<file path="config.mk">
export PLATFORM = sky130hd
export DESIGN_NAME = stopwatch_with_laps_and_alarm_flat
export DESIGN_NICKNAME = d
export VERILOG_FILES = /design/src/rtl/swl_pkg.sv /design/src/rtl/swl_in_if.sv /design/src/rtl/swl_out_if.sv /design/src/rtl/swl_state.sv /design/src/rtl/swl_split.sv /design/src/rtl/stopwatch_with_laps_and_alarm.sv /design/src/flat_wrapper.sv
export SDC_FILE = /design/constraint.sdc
export NUM_CORES = 2
export LEC_CHECK = 0
export BUFFER_PORTS_ARGS = -buffer_cell sky130_fd_sc_hd__buf_2
export CORE_MARGIN = 5
export CORE_UTILIZATION = 63
export CTS_CLUSTER_DIAMETER = 50
export DETAILED_ROUTE_END_ITERATION = 10
export PLACE_DENSITY = 0.8
export RECOVER_POWER = 100
export SETUP_SLACK_MARGIN = 0.3
export SLEW_MARGIN = 20
export SYNTH_ARGS = -nofsm -noshare
export SYNTH_HDL_FRONTEND = slang
export SYNTH_SLANG_ARGS = --single-unit
export TNS_END_PERCENT = 5
</file>
<file path="constraint.sdc">
create_clock -name clk_i -period 12.5 [get_ports clk_i]
set_input_delay 1.25 -clock clk_i [delete_from_list [all_inputs] [get_ports clk_i]]
set_output_delay 1.25 -clock clk_i [all_outputs]
set_load 0.02 [all_outputs]
</file>
<file path="src/rtl/swl_pkg.sv">
// Stopwatch package: opcode enum, timing constants, reciprocal constants and
// the snapshot/result structs shared by the stopwatch modules and interfaces.
// No dependencies.
package swl_pkg;

  localparam int unsigned MS_W     = 29;
  localparam int unsigned LAPCNT_W = 16;
  localparam int unsigned EL_W     = 16;
  localparam int unsigned OP_W     = 4;
  localparam int unsigned QS_W     = 19;  // whole seconds, below 360000
  localparam int unsigned QM_W     = 13;  // whole minutes, below 6000
  localparam int unsigned LAPS_SHOWN = 3;

  typedef logic [MS_W-1:0] ms_t;

  typedef enum logic [OP_W-1:0] {
    OP_TICK       = 4'd0,
    OP_TOGGLE     = 4'd1,
    OP_LAP        = 4'd2,
    OP_CLEAR      = 4'd3,
    OP_ALM_HR_UP  = 4'd4,
    OP_ALM_HR_DN  = 4'd5,
    OP_ALM_MIN_UP = 4'd6,
    OP_ALM_MIN_DN = 4'd7,
    OP_ALM_SEC_UP = 4'd8,
    OP_ALM_SEC_DN = 4'd9
  } op_e;

  localparam ms_t TIME_LIMIT  = 29'd359999999;
  localparam ms_t ALARM_MIN   = 29'd1000;
  localparam ms_t ALARM_RESET = 29'd25000;
  localparam ms_t MS_PER_HOUR = 29'd3600000;
  localparam ms_t MS_PER_MIN  = 29'd60000;
  localparam ms_t MS_PER_SEC  = 29'd1000;
  localparam logic [LAPCNT_W-1:0] LAP_MAX = 16'hFFFF;
  localparam logic [5:0] SIXTY = 6'd60;

  // floor(x / d) == (x * RCP) >> SH over the value range of each stage
  localparam logic [28:0] RCP_SEC = 29'd274877907;  // /1000, x < 2^29
  localparam int unsigned SH_SEC  = 38;
  localparam logic [19:0] RCP_MIN = 20'd559241;     // /60,   x < 360000
  localparam int unsigned SH_MIN  = 25;
  localparam logic [13:0] RCP_HR  = 14'd8739;       // /60,   x < 6000
  localparam int unsigned SH_HR   = 19;
  localparam logic [9:0]  RCP_CS  = 10'd820;        // /10,   x < 1000
  localparam int unsigned SH_CS   = 13;

  typedef struct packed {
    ms_t                 time_ms;
    logic                running;
    logic                alarm_active;
    ms_t                 alarm_ms;
    logic [LAPCNT_W-1:0] laps_taken;
    ms_t                 lap_newest;
    ms_t                 lap_middle;
    ms_t                 lap_oldest;
  } snap_t;

  typedef struct packed {
    snap_t      snap;
    logic [6:0] hours;
    logic [5:0] minutes;
    logic [5:0] seconds;
    logic [6:0] hundredths;
  } res_t;

endpackage

</file>
<file path="src/rtl/swl_in_if.sv">
// Input channel of the stopwatch: valid/ready handshake with opcode and tick.
// Depends on swl_pkg.
interface swl_in_if import swl_pkg::*; ();
  logic            valid;
  logic            ready;
  logic [OP_W-1:0] opcode;
  logic [EL_W-1:0] elapsed_ms;

  modport source (output valid, output opcode, output elapsed_ms, input ready);
  modport sink   (input valid, input opcode, input elapsed_ms, output ready);
endinterface

</file>
<file path="src/rtl/swl_out_if.sv">
// Result channel of the stopwatch: valid/ready handshake with time split,
// alarm and lap fields. Depends on swl_pkg.
interface swl_out_if import swl_pkg::*; ();
  logic                valid;
  logic                ready;
  ms_t                 time_ms;
  logic [6:0]          hours;
  logic [5:0]          minutes;
  logic [5:0]          seconds;
  logic [6:0]          hundredths;
  logic                running;
  logic                alarm_active;
  ms_t                 alarm_ms;
  logic [LAPCNT_W-1:0] laps_taken;
  ms_t                 lap_newest;
  ms_t                 lap_middle;
  ms_t                 lap_oldest;

  modport source (output valid, output time_ms, output hours, output minutes,
                  output seconds, output hundredths, output running,
                  output alarm_active, output alarm_ms, output laps_taken,
                  output lap_newest, output lap_middle, output lap_oldest,
                  input ready);
  modport sink   (input valid, input time_ms, input hours, input minutes,
                  input seconds, input hundredths, input running,
                  input alarm_active, input alarm_ms, input laps_taken,
                  input lap_newest, input lap_middle, input lap_oldest,
                  output ready);
endinterface

</file>
<file path="src/rtl/swl_state.sv">
// Stopwatch state: run flag, time count, alarm, lap store and lap count,
// updated once per accepted word; emits the post-update snapshot. Uses swl_pkg.
module swl_state import swl_pkg::*; #(
  parameter int unsigned LAP_SLOTS = 3
) (
  input  logic            clk_i,
  input  logic            rst_ni,
  input  logic            valid_i,
  output logic            ready_o,
  input  logic [OP_W-1:0] opcode_i,
  input  logic [EL_W-1:0] elapsed_ms_i,
  output logic            snap_valid_o,
  input  logic            snap_ready_i,
  output snap_t           snap_o
);

  logic                run_q, run_d;
  ms_t                 count_q, count_d;
  ms_t                 alarm_q, alarm_d;
  ms_t                 lap_q [LAP_SLOTS];
  ms_t                 lap_d [LAP_SLOTS];
  logic [LAPCNT_W-1:0] total_q, total_d;

  logic        accept;
  op_e         op;
  logic [29:0] tick_sum;
  ms_t         delta;
  logic [29:0] alarm_sum;
  logic [29:0] alarm_dif;
  logic        up_ok, dn_ok;
  ms_t         view [LAPS_SHOWN];

  assign ready_o      = snap_ready_i;
  assign snap_valid_o = valid_i;
  assign accept       = valid_i && snap_ready_i;
  assign op           = op_e'(opcode_i);

  assign tick_sum = {1'b0, count_q} + 30'(elapsed_ms_i);

  always_comb begin
    case (op) inside
      OP_ALM_HR_UP, OP_ALM_HR_DN:   delta = MS_PER_HOUR;
      OP_ALM_MIN_UP, OP_ALM_MIN_DN: delta = MS_PER_MIN;
      default:                      delta = MS_PER_SEC;
    endcase
  end

  assign alarm_sum = {1'b0, alarm_q} + {1'b0, delta};
  assign alarm_dif = {1'b0, alarm_q} - {1'b0, delta};
  assign up_ok     = alarm_sum <= {1'b0, TIME_LIMIT};
  assign dn_ok     = !alarm_dif[29] && (alarm_dif[28:0] >= ALARM_MIN);

  always_comb begin
    run_d   = run_q;
    count_d = count_q;
    alarm_d = alarm_q;
    total_d = total_q;
    for (int i = 0; i < LAP_SLOTS; i++) lap_d[i] = lap_q[i];
    unique case (op) inside
      OP_TICK: begin
        if (run_q) begin
          count_d = (tick_sum >= {1'b0, TIME_LIMIT}) ? '0 : tick_sum[28:0];
        end
      end
      OP_TOGGLE: run_d = !run_q;
      OP_LAP: begin
        for (int i = LAP_SLOTS - 1; i > 0; i--) lap_d[i] = lap_q[i-1];
        lap_d[0] = count_q;
        if (total_q != LAP_MAX) total_d = total_q + 1'b1;
      end
      OP_CLEAR: begin
        run_d   = 1'b0;
        count_d = '0;
        total_d = '0;
        for (int i = 0; i < LAP_SLOTS; i++) lap_d[i] = '0;
      end
      OP_ALM_HR_UP, OP_ALM_MIN_UP, OP_ALM_SEC_UP: begin
        if (up_ok) alarm_d = alarm_sum[28:0];
      end
      OP_ALM_HR_DN, OP_ALM_MIN_DN, OP_ALM_SEC_DN: begin
        if (dn_ok) alarm_d = alarm_dif[28:0];
      end
      default: ;
    endcase
  end

  always_ff @(posedge clk_i or negedge rst_ni) begin
    if (!rst_ni) begin
      run_q   <= 1'b0;
      count_q <= '0;
      alarm_q <= ALARM_RESET;
      total_q <= '0;
      for (int i = 0; i < LAP_SLOTS; i++) lap_q[i] <= '0;
    end else if (accept) begin
      run_q   <= run_d;
      count_q <= count_d;
      alarm_q <= alarm_d;
      total_q <= total_d;
      for (int i = 0; i < LAP_SLOTS; i++) lap_q[i] <= lap_d[i];
    end
  end

  // slots beyond LAP_SLOTS read as zero
  for (genvar g = 0; g < LAPS_SHOWN; g++) begin : g_view
    if (g < LAP_SLOTS) begin : g_slot
      assign view[g] = lap_d[g];
    end else begin : g_none
      assign view[g] = '0;
    end
  end

  always_comb begin
    snap_o.time_ms      = count_d;
    snap_o.running      = run_d;
    snap_o.alarm_active = (alarm_d <= count_d) &&
                          ({1'b0, count_d} <= ({1'b0, alarm_d} + {1'b0, MS_PER_SEC}));
    snap_o.alarm_ms     = alarm_d;
    snap_o.laps_taken   = total_d;
    snap_o.lap_newest   = view[0];
    snap_o.lap_middle   = view[1];
    snap_o.lap_oldest   = view[2];
  end

`ifndef SYNTHESIS
  a_count_range: assert property (@(posedge clk_i) disable iff (!rst_ni)
    count_q < TIME_LIMIT)
    else $error("time count out of range");

  a_alarm_range: assert property (@(posedge clk_i) disable iff (!rst_ni)
    (alarm_q >= ALARM_MIN) && (alarm_q <= TIME_LIMIT))
    else $error("alarm out of range");

  a_clear: assert property (@(posedge clk_i) disable iff (!rst_ni)
    accept && (op == OP_CLEAR) |=> !run_q && (count_q == '0) && (total_q == '0))
    else $error("clear left run state behind");

  a_stopped_tick: assert property (@(posedge clk_i) disable iff (!rst_ni)
    accept && (op == OP_TICK) && !run_q |=> $stable(count_q))
    else $error("time moved while stopped");
`endif

endmodule

</file>
<file path="src/rtl/swl_split.sv">
// Five-stage pipeline that splits the time into hours, minutes, seconds and
// hundredths by reciprocal multiplication. Uses swl_pkg.
module swl_split import swl_pkg::*; (
  input  logic  clk_i,
  input  logic  rst_ni,
  input  logic  valid_i,
  output logic  ready_o,
  input  snap_t snap_i,
  output logic  valid_o,
  input  logic  ready_i,
  output res_t  res_o
);

  logic v1_q, v2_q, v3_q, v4_q, v5_q;
  logic rdy1, rdy2, rdy3, rdy4, rdy5;

  snap_t            s1_q, s2_q, s3_q, s4_q, s5_q;
  logic [QS_W-1:0]  qs2_q, qs3_q;
  logic [QM_W-1:0]  qm3_q, qm4_q;
  logic [9:0]       rms3_q;
  logic [5:0]       sec4_q, sec5_q;
  logic [6:0]       cs4_q, cs5_q;
  logic [6:0]       hr4_q, hr5_q;
  logic [5:0]       min5_q;

  logic [57:0]      p_sec;
  logic [38:0]      p_min;
  ms_t              qs_ms;
  ms_t              rms_full;
  logic [QS_W-1:0]  qm_x60;
  logic [QS_W-1:0]  sec_full;
  logic [19:0]      p_cs;
  logic [26:0]      p_hr;
  logic [QM_W-1:0]  hr_x60;
  logic [QM_W-1:0]  min_full;

  function automatic ms_t MS_t_mul(input logic [QS_W-1:0] q);
    return ms_t'(q) * MS_PER_SEC;
  endfunction

  // a stage takes a new word when it is empty or its successor moves
  assign rdy5    = !v5_q || ready_i;
  assign rdy4    = !v4_q || rdy5;
  assign rdy3    = !v3_q || rdy4;
  assign rdy2    = !v2_q || rdy3;
  assign rdy1    = !v1_q || rdy2;
  assign ready_o = rdy1;

  assign p_sec    = 58'(s1_q.time_ms) * 58'(RCP_SEC);
  assign p_min    = 39'(qs2_q) * 39'(RCP_MIN);
  assign qs_ms    = MS_t_mul(qs2_q);
  assign rms_full = s2_q.time_ms - qs_ms;
  assign qm_x60   = 19'(qm3_q) * 19'(SIXTY);
  assign sec_full = qs3_q - qm_x60;
  assign p_cs     = 20'(rms3_q) * 20'(RCP_CS);
  assign p_hr     = 27'(qm3_q) * 27'(RCP_HR);
  assign hr_x60   = 13'(hr4_q) * 13'(SIXTY);
  assign min_full = qm4_q - hr_x60;

  always_ff @(posedge clk_i or negedge rst_ni) begin
    if (!rst_ni) begin
      v1_q <= 1'b0;
      v2_q <= 1'b0;
      v3_q <= 1'b0;
      v4_q <= 1'b0;
      v5_q <= 1'b0;
    end else begin
      if (rdy1) v1_q <= valid_i;
      if (rdy2) v2_q <= v1_q;
      if (rdy3) v3_q <= v2_q;
      if (rdy4) v4_q <= v3_q;
      if (rdy5) v5_q <= v4_q;
    end
  end

  always_ff @(posedge clk_i) begin
    if (rdy1 && valid_i) begin
      s1_q <= snap_i;
    end
    if (rdy2 && v1_q) begin
      s2_q  <= s1_q;
      qs2_q <= p_sec[SH_SEC+QS_W-1:SH_SEC];
    end
    if (rdy3 && v2_q) begin
      s3_q   <= s2_q;
      qs3_q  <= qs2_q;
      qm3_q  <= p_min[SH_MIN+QM_W-1:SH_MIN];
      rms3_q <= rms_full[9:0];
    end
    if (rdy4 && v3_q) begin
      s4_q   <= s3_q;
      qm4_q  <= qm3_q;
      sec4_q <= sec_full[5:0];
      cs4_q  <= p_cs[SH_CS+6:SH_CS];
      hr4_q  <= p_hr[SH_HR+6:SH_HR];
    end
    if (rdy5 && v4_q) begin
      s5_q   <= s4_q;
      sec5_q <= sec4_q;
      cs5_q  <= cs4_q;
      hr5_q  <= hr4_q;
      min5_q <= min_full[5:0];
    end
  end

  assign valid_o          = v5_q;
  assign res_o.snap       = s5_q;
  assign res_o.hours      = hr5_q;
  assign res_o.minutes    = min5_q;
  assign res_o.seconds    = sec5_q;
  assign res_o.hundredths = cs5_q;

`ifndef SYNTHESIS
  a_recombine: assert property (@(posedge clk_i) disable iff (!rst_ni)
    valid_o |-> (36'(hr5_q) * 36'd3600000 + 36'(min5_q) * 36'd60000 +
                 36'(sec5_q) * 36'd1000 + 36'(cs5_q) * 36'd10 <= 36'(s5_q.time_ms)) &&
                (36'(s5_q.time_ms) < 36'(hr5_q) * 36'd3600000 + 36'(min5_q) * 36'd60000 +
                 36'(sec5_q) * 36'd1000 + 36'(cs5_q) * 36'd10 + 36'd10))
    else $error("time split does not add up");

  a_fields: assert property (@(posedge clk_i) disable iff (!rst_ni)
    valid_o |-> (min5_q < SIXTY) && (sec5_q < SIXTY) && (cs5_q < 7'd100))
    else $error("split field out of range");

  a_load: assert property (@(posedge clk_i) disable iff (!rst_ni)
    valid_i && ready_o |=> v1_q && (s1_q == $past(snap_i)))
    else $error("accepted word not captured");
`endif

endmodule

</file>
<file path="src/rtl/stopwatch_with_laps_and_alarm.sv">
// Stopwatch top level: state update and time split pipeline behind
// valid/ready channels. Uses swl_pkg, swl_in_if, swl_out_if, swl_state, swl_split.
//
//   channel  | dir | payload
//   ---------+-----+-----------------------------------------------------
//   in_i     | in  | opcode, elapsed_ms
//   out_o    | out | time split, running, alarm flag/time, lap count, laps
//
// One word in per cycle while in_i.ready is high; every word yields one result,
// which passes through the five registered stages of swl_split.
// State (run flag, time, alarm, laps) updates in the cycle of acceptance.
// rst_ni clears state at once: alarm 25000 ms, everything else zero.
// Stalls on out_o fill the pipeline stages first; in_i.ready drops only
// when all five stages hold words.
module stopwatch_with_laps_and_alarm import swl_pkg::*; #(
  parameter int unsigned LAP_SLOTS = 3
) (
  input  logic      clk_i,
  input  logic      rst_ni,
  swl_in_if.sink    in_i,
  swl_out_if.source out_o
);

  logic  snap_valid, snap_ready;
  snap_t snap;
  res_t  res;

  swl_state #(
    .LAP_SLOTS (LAP_SLOTS)
  ) u_state (
    .clk_i        (clk_i),
    .rst_ni       (rst_ni),
    .valid_i      (in_i.valid),
    .ready_o      (in_i.ready),
    .opcode_i     (in_i.opcode),
    .elapsed_ms_i (in_i.elapsed_ms),
    .snap_valid_o (snap_valid),
    .snap_ready_i (snap_ready),
    .snap_o       (snap)
  );

  swl_split u_split (
    .clk_i   (clk_i),
    .rst_ni  (rst_ni),
    .valid_i (snap_valid),
    .ready_o (snap_ready),
    .snap_i  (snap),
    .valid_o (out_o.valid),
    .ready_i (out_o.ready),
    .res_o   (res)
  );

  assign out_o.time_ms      = res.snap.time_ms;
  assign out_o.hours        = res.hours;
  assign out_o.minutes      = res.minutes;
  assign out_o.seconds      = res.seconds;
  assign out_o.hundredths   = res.hundredths;
  assign out_o.running      = res.snap.running;
  assign out_o.alarm_active = res.snap.alarm_active;
  assign out_o.alarm_ms     = res.snap.alarm_ms;
  assign out_o.laps_taken   = res.snap.laps_taken;
  assign out_o.lap_newest   = res.snap.lap_newest;
  assign out_o.lap_middle   = res.snap.lap_middle;
  assign out_o.lap_oldest   = res.snap.lap_oldest;

endmodule
</file>
<file path="src/flat_wrapper.sv">
// flat-port wrapper written by rule: the top's interface ports become plain ports
module stopwatch_with_laps_and_alarm_flat import swl_pkg::*;
#(
  parameter int unsigned LAP_SLOTS = 3
)
  (clk_i, rst_ni, in_i_valid, in_i_opcode, in_i_elapsed_ms, in_i_ready, out_o_valid, out_o_time_ms, out_o_hours, out_o_minutes, out_o_seconds, out_o_hundredths, out_o_running, out_o_alarm_active, out_o_alarm_ms, out_o_laps_taken, out_o_lap_newest, out_o_lap_middle, out_o_lap_oldest, out_o_ready);
  swl_in_if in_i_i ();
  swl_out_if out_o_i ();
  input  logic clk_i;
  input  logic rst_ni;
  input wire logic [$bits(in_i_i.valid)-1:0] in_i_valid;
  input wire logic [$bits(in_i_i.opcode)-1:0] in_i_opcode;
  input wire logic [$bits(in_i_i.elapsed_ms)-1:0] in_i_elapsed_ms;
  output wire logic [$bits(in_i_i.ready)-1:0] in_i_ready;
  output wire logic [$bits(out_o_i.valid)-1:0] out_o_valid;
  output wire logic [$bits(out_o_i.time_ms)-1:0] out_o_time_ms;
  output wire logic [$bits(out_o_i.hours)-1:0] out_o_hours;
  output wire logic [$bits(out_o_i.minutes)-1:0] out_o_minutes;
  output wire logic [$bits(out_o_i.seconds)-1:0] out_o_seconds;
  output wire logic [$bits(out_o_i.hundredths)-1:0] out_o_hundredths;
  output wire logic [$bits(out_o_i.running)-1:0] out_o_running;
  output wire logic [$bits(out_o_i.alarm_active)-1:0] out_o_alarm_active;
  output wire logic [$bits(out_o_i.alarm_ms)-1:0] out_o_alarm_ms;
  output wire logic [$bits(out_o_i.laps_taken)-1:0] out_o_laps_taken;
  output wire logic [$bits(out_o_i.lap_newest)-1:0] out_o_lap_newest;
  output wire logic [$bits(out_o_i.lap_middle)-1:0] out_o_lap_middle;
  output wire logic [$bits(out_o_i.lap_oldest)-1:0] out_o_lap_oldest;
  input wire logic [$bits(out_o_i.ready)-1:0] out_o_ready;
  assign in_i_i.valid = in_i_valid;
  assign in_i_i.opcode = in_i_opcode;
  assign in_i_i.elapsed_ms = in_i_elapsed_ms;
  assign in_i_ready = in_i_i.ready;
  assign out_o_valid = out_o_i.valid;
  assign out_o_time_ms = out_o_i.time_ms;
  assign out_o_hours = out_o_i.hours;
  assign out_o_minutes = out_o_i.minutes;
  assign out_o_seconds = out_o_i.seconds;
  assign out_o_hundredths = out_o_i.hundredths;
  assign out_o_running = out_o_i.running;
  assign out_o_alarm_active = out_o_i.alarm_active;
  assign out_o_alarm_ms = out_o_i.alarm_ms;
  assign out_o_laps_taken = out_o_i.laps_taken;
  assign out_o_lap_newest = out_o_i.lap_newest;
  assign out_o_lap_middle = out_o_i.lap_middle;
  assign out_o_lap_oldest = out_o_i.lap_oldest;
  assign out_o_i.ready = out_o_ready;
  stopwatch_with_laps_and_alarm #(.LAP_SLOTS(LAP_SLOTS)) u_core (.clk_i(clk_i), .rst_ni(rst_ni), .in_i(in_i_i), .out_o(out_o_i));
endmodule
</file>
# == Word-level counts from Yosys, hierarchy flattened ==
# Cells that the tools add are included.
# op_classes
muxes,12
n_shift,0
eq_ne,10
reduce_logical,24
n_addsub,8
bitwise_logic,0
n_lt_le_gt_ge,5
div,0
n_mul,7
# op_table
cell,n
$pmux 87 s2,1
$mux 29,4
$pmux 29 s2,2
$mul 29x29->57 const B,1
$mul 19x20->38 const B,1
$mux 16,2
$pmux 16 s2,1
$add 29x10->30 const B,1
$add 29x16->30,1
$add 29x29->30,1
$ge 30x29->1 const B,1
$le 29x30->1,1
$le 30x29->1 const B,1
$sub 29x29->30,1
$ge 29x10->1 const B,1
$le 29x29->1,1
$mul 13x14->26 const B,1
$mux 22,1
$mul 19x7->7 const B,1
$mul 10x8->18 const B,1
$add 16x1->16 const B,1
$eq 4x3->1 const B,4
$ne 16x16->1 const B,1
$mul 13x4->4 const B,1
13 further kinds,34
# word_totals
rom_bits,0
mem_bits_rw,0
elab_cells,130
ff_bits,1082
latchBits,0
mem_count,0
in_bits,24
out_inout_bits,191

# == Depth between registers and ports, before layout ==
# depth
depth_word,12
ltp_mapped,36
depth_no_buf,35

# == Hierarchy ==
# From an unflattened synthesis, not the netlist that was laid out.
# hier_totals
cells_unflattened,4938
hier_area_um2,62711.4
# modules_own_cells
module,cells_per_inst,area_each_um2,instances,seq_area_each_um2
swl_split,2995,47501.8,1,27511.4
swl_state,1943,15209.6,1,3986.3

# == Least setup slack after synthesis ==
# No wires, ideal clock.
# synth_path
kind,input to register
from,input port out_o_ready
to,"register u_core.u_split.cs5_q[0], enable pin"
slack_ps,2206
arrival_ps,9537
t_required_ps,11743
setup_time_ps,757
cell_stages,2
n_path_buf,0
path_cell_list,nor2b_1 -> nor2b_1
# synth_via
elab_chain_len,2
# synth_lines
item,line_no,text
start: declaration,flat_wrapper.sv:28,input wire logic [$bits(out_o_i.ready)-1:0] out_o_ready;
$logic_or 1x1->1,swl_split.sv:42,assign rdy5 = !v5_q || ready_i;
$logic_and 1x1->1,swl_split.sv:97,if (rdy5 && v4_q) begin
end signal: assignment,swl_split.sv:100,cs5_q <= cs4_q;
end: declaration,swl_split.sv:22,"logic [6:0] cs4_q, cs5_q;"
# Every way passes these cells.
# A chain may end at the register's enable or synchronous reset.

==> summary.txt <==
Run status
  • Status: finished with violations
  • Failing checks: max-capacitance violations, max-slew violations

Clocking
  • Post_cts resized: 0
  • CTS tree: done
  • Post-CTS setup buffer count: 0
  • Clock sink count: roughly 1,100
  • Clk buf depth: 3
  • CTS root buf: clkbuf_16
  • Cts bufs inserted: ~110
  • H-tree levels: 3
  • Reg clk slew, reported paths: 0.06 ns
  • Worst-skew pair later-pin latency: approximately 0.7 ns
  • # hold bufs at CTS: 0

Timing
  • Clk_skew: between 0.05 and 0.06 ns
  • Worst-Margin Slew: around 5.3 ns
  • Relative slew slack: -256%
  • Setup violators final: 0
  • FMAX: 93.4 MHz
  • Fin. Hold Viols: 0
  • Fin crit share: approximately 86%
  • Worst setup margin: about 1.8 ns
  • RSZ-0062 raised after global routing: no
  • Final min period: about 11 ns
  • Final slew viol count: approximately 1,300
  • Setup_tns: 0 ns

Worst setup path
  • Setup CP Type: in -> reg
  • WP data arrival: roughly 11 ns
  • Setup crit end kind: flop
  • CP startpoint kind: input port
  • Critical path peak fanout: 14
  • R2R cell count: 10
  • Worst path slowest cell: o21ai_0
  • Crit path from: in_i_opcode[2]
  • Slowest stage delay, CP: around 1.2 ns
  • CP top delay family: compound AO/OA/AOI/OAI gates
  • Worst setup path endpoint: u_core.u_split.s1_q[132]
  • Critical R2R Capture: u_core.u_state.lap_q[19]
  • Worst Path Buf+Inv: 4
  • R2R setup slack: roughly 2.5 ns
  • Worst Path Required: roughly 13 ns
  • Critical path depth: 33
  • RR Startpoint: u_core.u_split.valid_o

Cells and area
  • Area growth, synth to finish: 9.11%
  • Layout cells sized above 1: 4.56%
  • Post-route cell area: approximately 0.067 mm²
  • # nets final: around 6,300

Synth
  • Post-synth EDFFs: 897
  • Synth warn: 0
  • Syn_area_per_cell: 12.3 µm²
  • Synthesized area: 0.0612 mm²
  • Largest cells by area after synthesis: edfxtp_1 (44%), ha_1 (15%), fa_1 (11%), dfrtp_1 (6.5%), inv_1 (4.7%)
  • Post-Synthesis Cells: between 4,000 and 5,000
  • Post-synth top area share: between 40% and 50%
  • Post-synth ARST share: approximately 15%
  • #FFs+latches synth: ~1,100
  • Sequential area share after synthesis: 50.7%
  • Synth area leader: edfxtp_1
  • Post-synth top flop: edfxtp_1
  • Post-synth cell types: 99

Drt
  • Wire per inst: ~23 µm
  • WL final: roughly 150 mm
  • DR pass1 iterations: 7
  • Vias per cell: ~5.9
  • DRC violations left: 0
  • Vias post-DR: between 30,000 and 40,000
  • First DRT Iteration DRCs: roughly 4,200
  • ANT nets after route: 0

Placement
  • Port Buffer Count: between 200 and 250
  • Dpl ws: ~2.3 ns
  • DP Area: between 0.06 and 0.07 mm²
  • Hpwl dp: between 100 and 150 mm
  • Gpl congestion: 0.934

Global route
  • First-pass GRT wire length: 235 mm
  • Largest net degree at the start of global routing: 128
  • Total Routing Usage GR: approximately 30%
  • Vias in the first global route: around 40,000
  • Initial antenna violation count: 4
  • Overflow after GRT: 0

Floorplanning
  • Core area: roughly 0.097 mm²
  • Die X: 322 µm
  • Io pins: about 220
  • Cell Rows: between 100 and 150
  • Initial core utilization: 63.4%
  • Die Y-Extent: 322 µm
  • Area of the die: a little over 0.1 mm²

Run
  • Max-cap viol count: 21

Hold path
  • Hold crit path type: reg -> reg
[cells in the mapped netlist (7+ instances only)]
cell type	number
a211oi_1	12
a21o_1	66
a21oi_1	118
a221o_1	9
a22oi_1	17
a311o_1	7
a31o_2	7
a31oi_1	25
and2_1	22
and3_1	26
buf_1	29
buf_2	8
clkbuf_1	82
dfrtp_1	158
edfxtp_1	897
fa_1	347
ha_1	721
inv_1	760
mux2_2	10
mux2i_1	7
nand2_1	628
nand2b_1	37
nand3_1	57
nand4_1	27
nor2_1	159
nor2b_1	39
nor3_1	66
nor3b_1	9
nor4_1	17
o2111ai_1	10
o211ai_1	17
o21a_1	35
o21ai_0	198
o21ai_1	7
o22a_1	7
o31ai_1	21
or2_2	11
or3_1	21
xnor2_1	101
xor2_1	37
[logic make-up (layout without fill, tap and decap cells)]
family / Yosys count / count (layout) / synth area share, %
AOI/OAI and AO/OA: 646 / 646 / 6.97
buffers and inverters: 885 / 1219 / 5.47
xor gates and xnor gates: 138 / 138 / 1.97
and+or+nand+nor: 1153 / 1153 / 8.49
adders and majority gates: 1068 / 1068 / 26.1
other: 1 / 4 / 0.00612
muxes: 17 / 17 / 0.298
DFF: 1061 / 1061 / 50.7
[layout make-up]
class                      instances  area [µm²]
sequential                      1061       31000
fill                            6600       29800
multi-input combinational       3025       26800
clock buffer                     150        2900
inverter                         762        2860
tap                             1276        1600
timing repair buffer             257        1030
clock inverter                    50         549
antenna                            1        2.50
[metal layers]
metal	up-vias	track usage, %	wire, µm
met5	-	0	55
met4	8	9.34	5110
met3	303	4.80	12200
met2	1730	48.0	71200
met1	19200	41.7	62600
li1	17600	-	-
[worst register-to-register path: cells and delay by family (launching register included)]
kind                   cells  cell delay (ns)
buffers and inverters      4             7.89
DFF                        1             0.35
and+or+nand+nor            6             1.64
[registers in the layout (all words and copies together) (netlist names), 7 cells and up]
name and flops:
u_core.u_state.alarm_q 26, u_core.u_split.cs4_q 7, u_core.u_split.s1_q 160, u_core.u_split.hr4_q 7, u_core.u_split.cs5_q 7, u_core.u_split.qs2_q 19
u_core.u_split.s3_q 160, u_core.u_split.res_o 160, u_core.u_split.s4_q 160, u_core.u_state.lap_q 87, u_core.u_split.qm3_q 13, u_core.u_state.total_q 16
u_core.u_split.hr5_q 7, u_core.u_split.rms3_q 7, u_core.u_state.count_q 29, u_core.u_split.s2_q 160
[worst min-delay path by stage]
stage	from	end	slack [ns]	cells after the start
floorplan	u_core.u_split.cs4_q[0]	u_core.u_split.cs5_q[0]	0.40	0
global placement	u_core.u_split.s3_q[88]	u_core.u_split.s4_q[88]	0.40	0
detailed placement	u_core.u_split.cs4_q[6]	u_core.u_split.cs5_q[6]	0.40	0
CTS	u_core.u_split.s1_q[131]	u_core.u_split.s2_q[131]	0.39	0
global route	u_core.u_split.s1_q[131]	u_core.u_split.s2_q[131]	0.40	0
finish	u_core.u_split.s1_q[131]	u_core.u_split.s2_q[131]	0.39	0
[cells in the final DEF, fill, tap and decap left out, types with 11 or more instances in the layout]
master / n
and2_1: 16
xnor2_1: 101
clkbuf_1: 262
a21o_1: 66
buf_4: 11
dfrtp_1: 158
a31oi_1: 25
or2_2: 11
o31ai_1: 21
nand4_1: 27
or3_1: 21
ha_1: 721
nor4_1: 17
edfxtp_1: 897
nor2_1: 159
inv_1: 759
o21a_1: 35
a22oi_1: 17
clkinv_2: 14
o21ai_0: 198
clkbuf_16: 106
xor2_1: 37
a211oi_1: 13
buf_2: 20
and3_1: 26
fa_1: 347
a21oi_1: 119
o211ai_1: 17
nor3_1: 66
nor2b_1: 39
nand2_1: 628
nand3_1: 57
nand2b_1: 37
[stage by stage]
stage | std cells | hold WS, ns | utilization [%]
final | 6582 | 0.393 | 69.2
after global routing | 6581 | 0.398 | 69.2
after CTS | 6581 | 0.394 | 69.6
after detailed placement | 6381 | 0.405 | 66.1
after global placement | 6381 | 0.400 | 66.1
after floorplan | 4971 | 0.400 | -
Power is not shown: default switching activity piles up to over one toggle a cycle in this logic, so the estimate is an artifact.
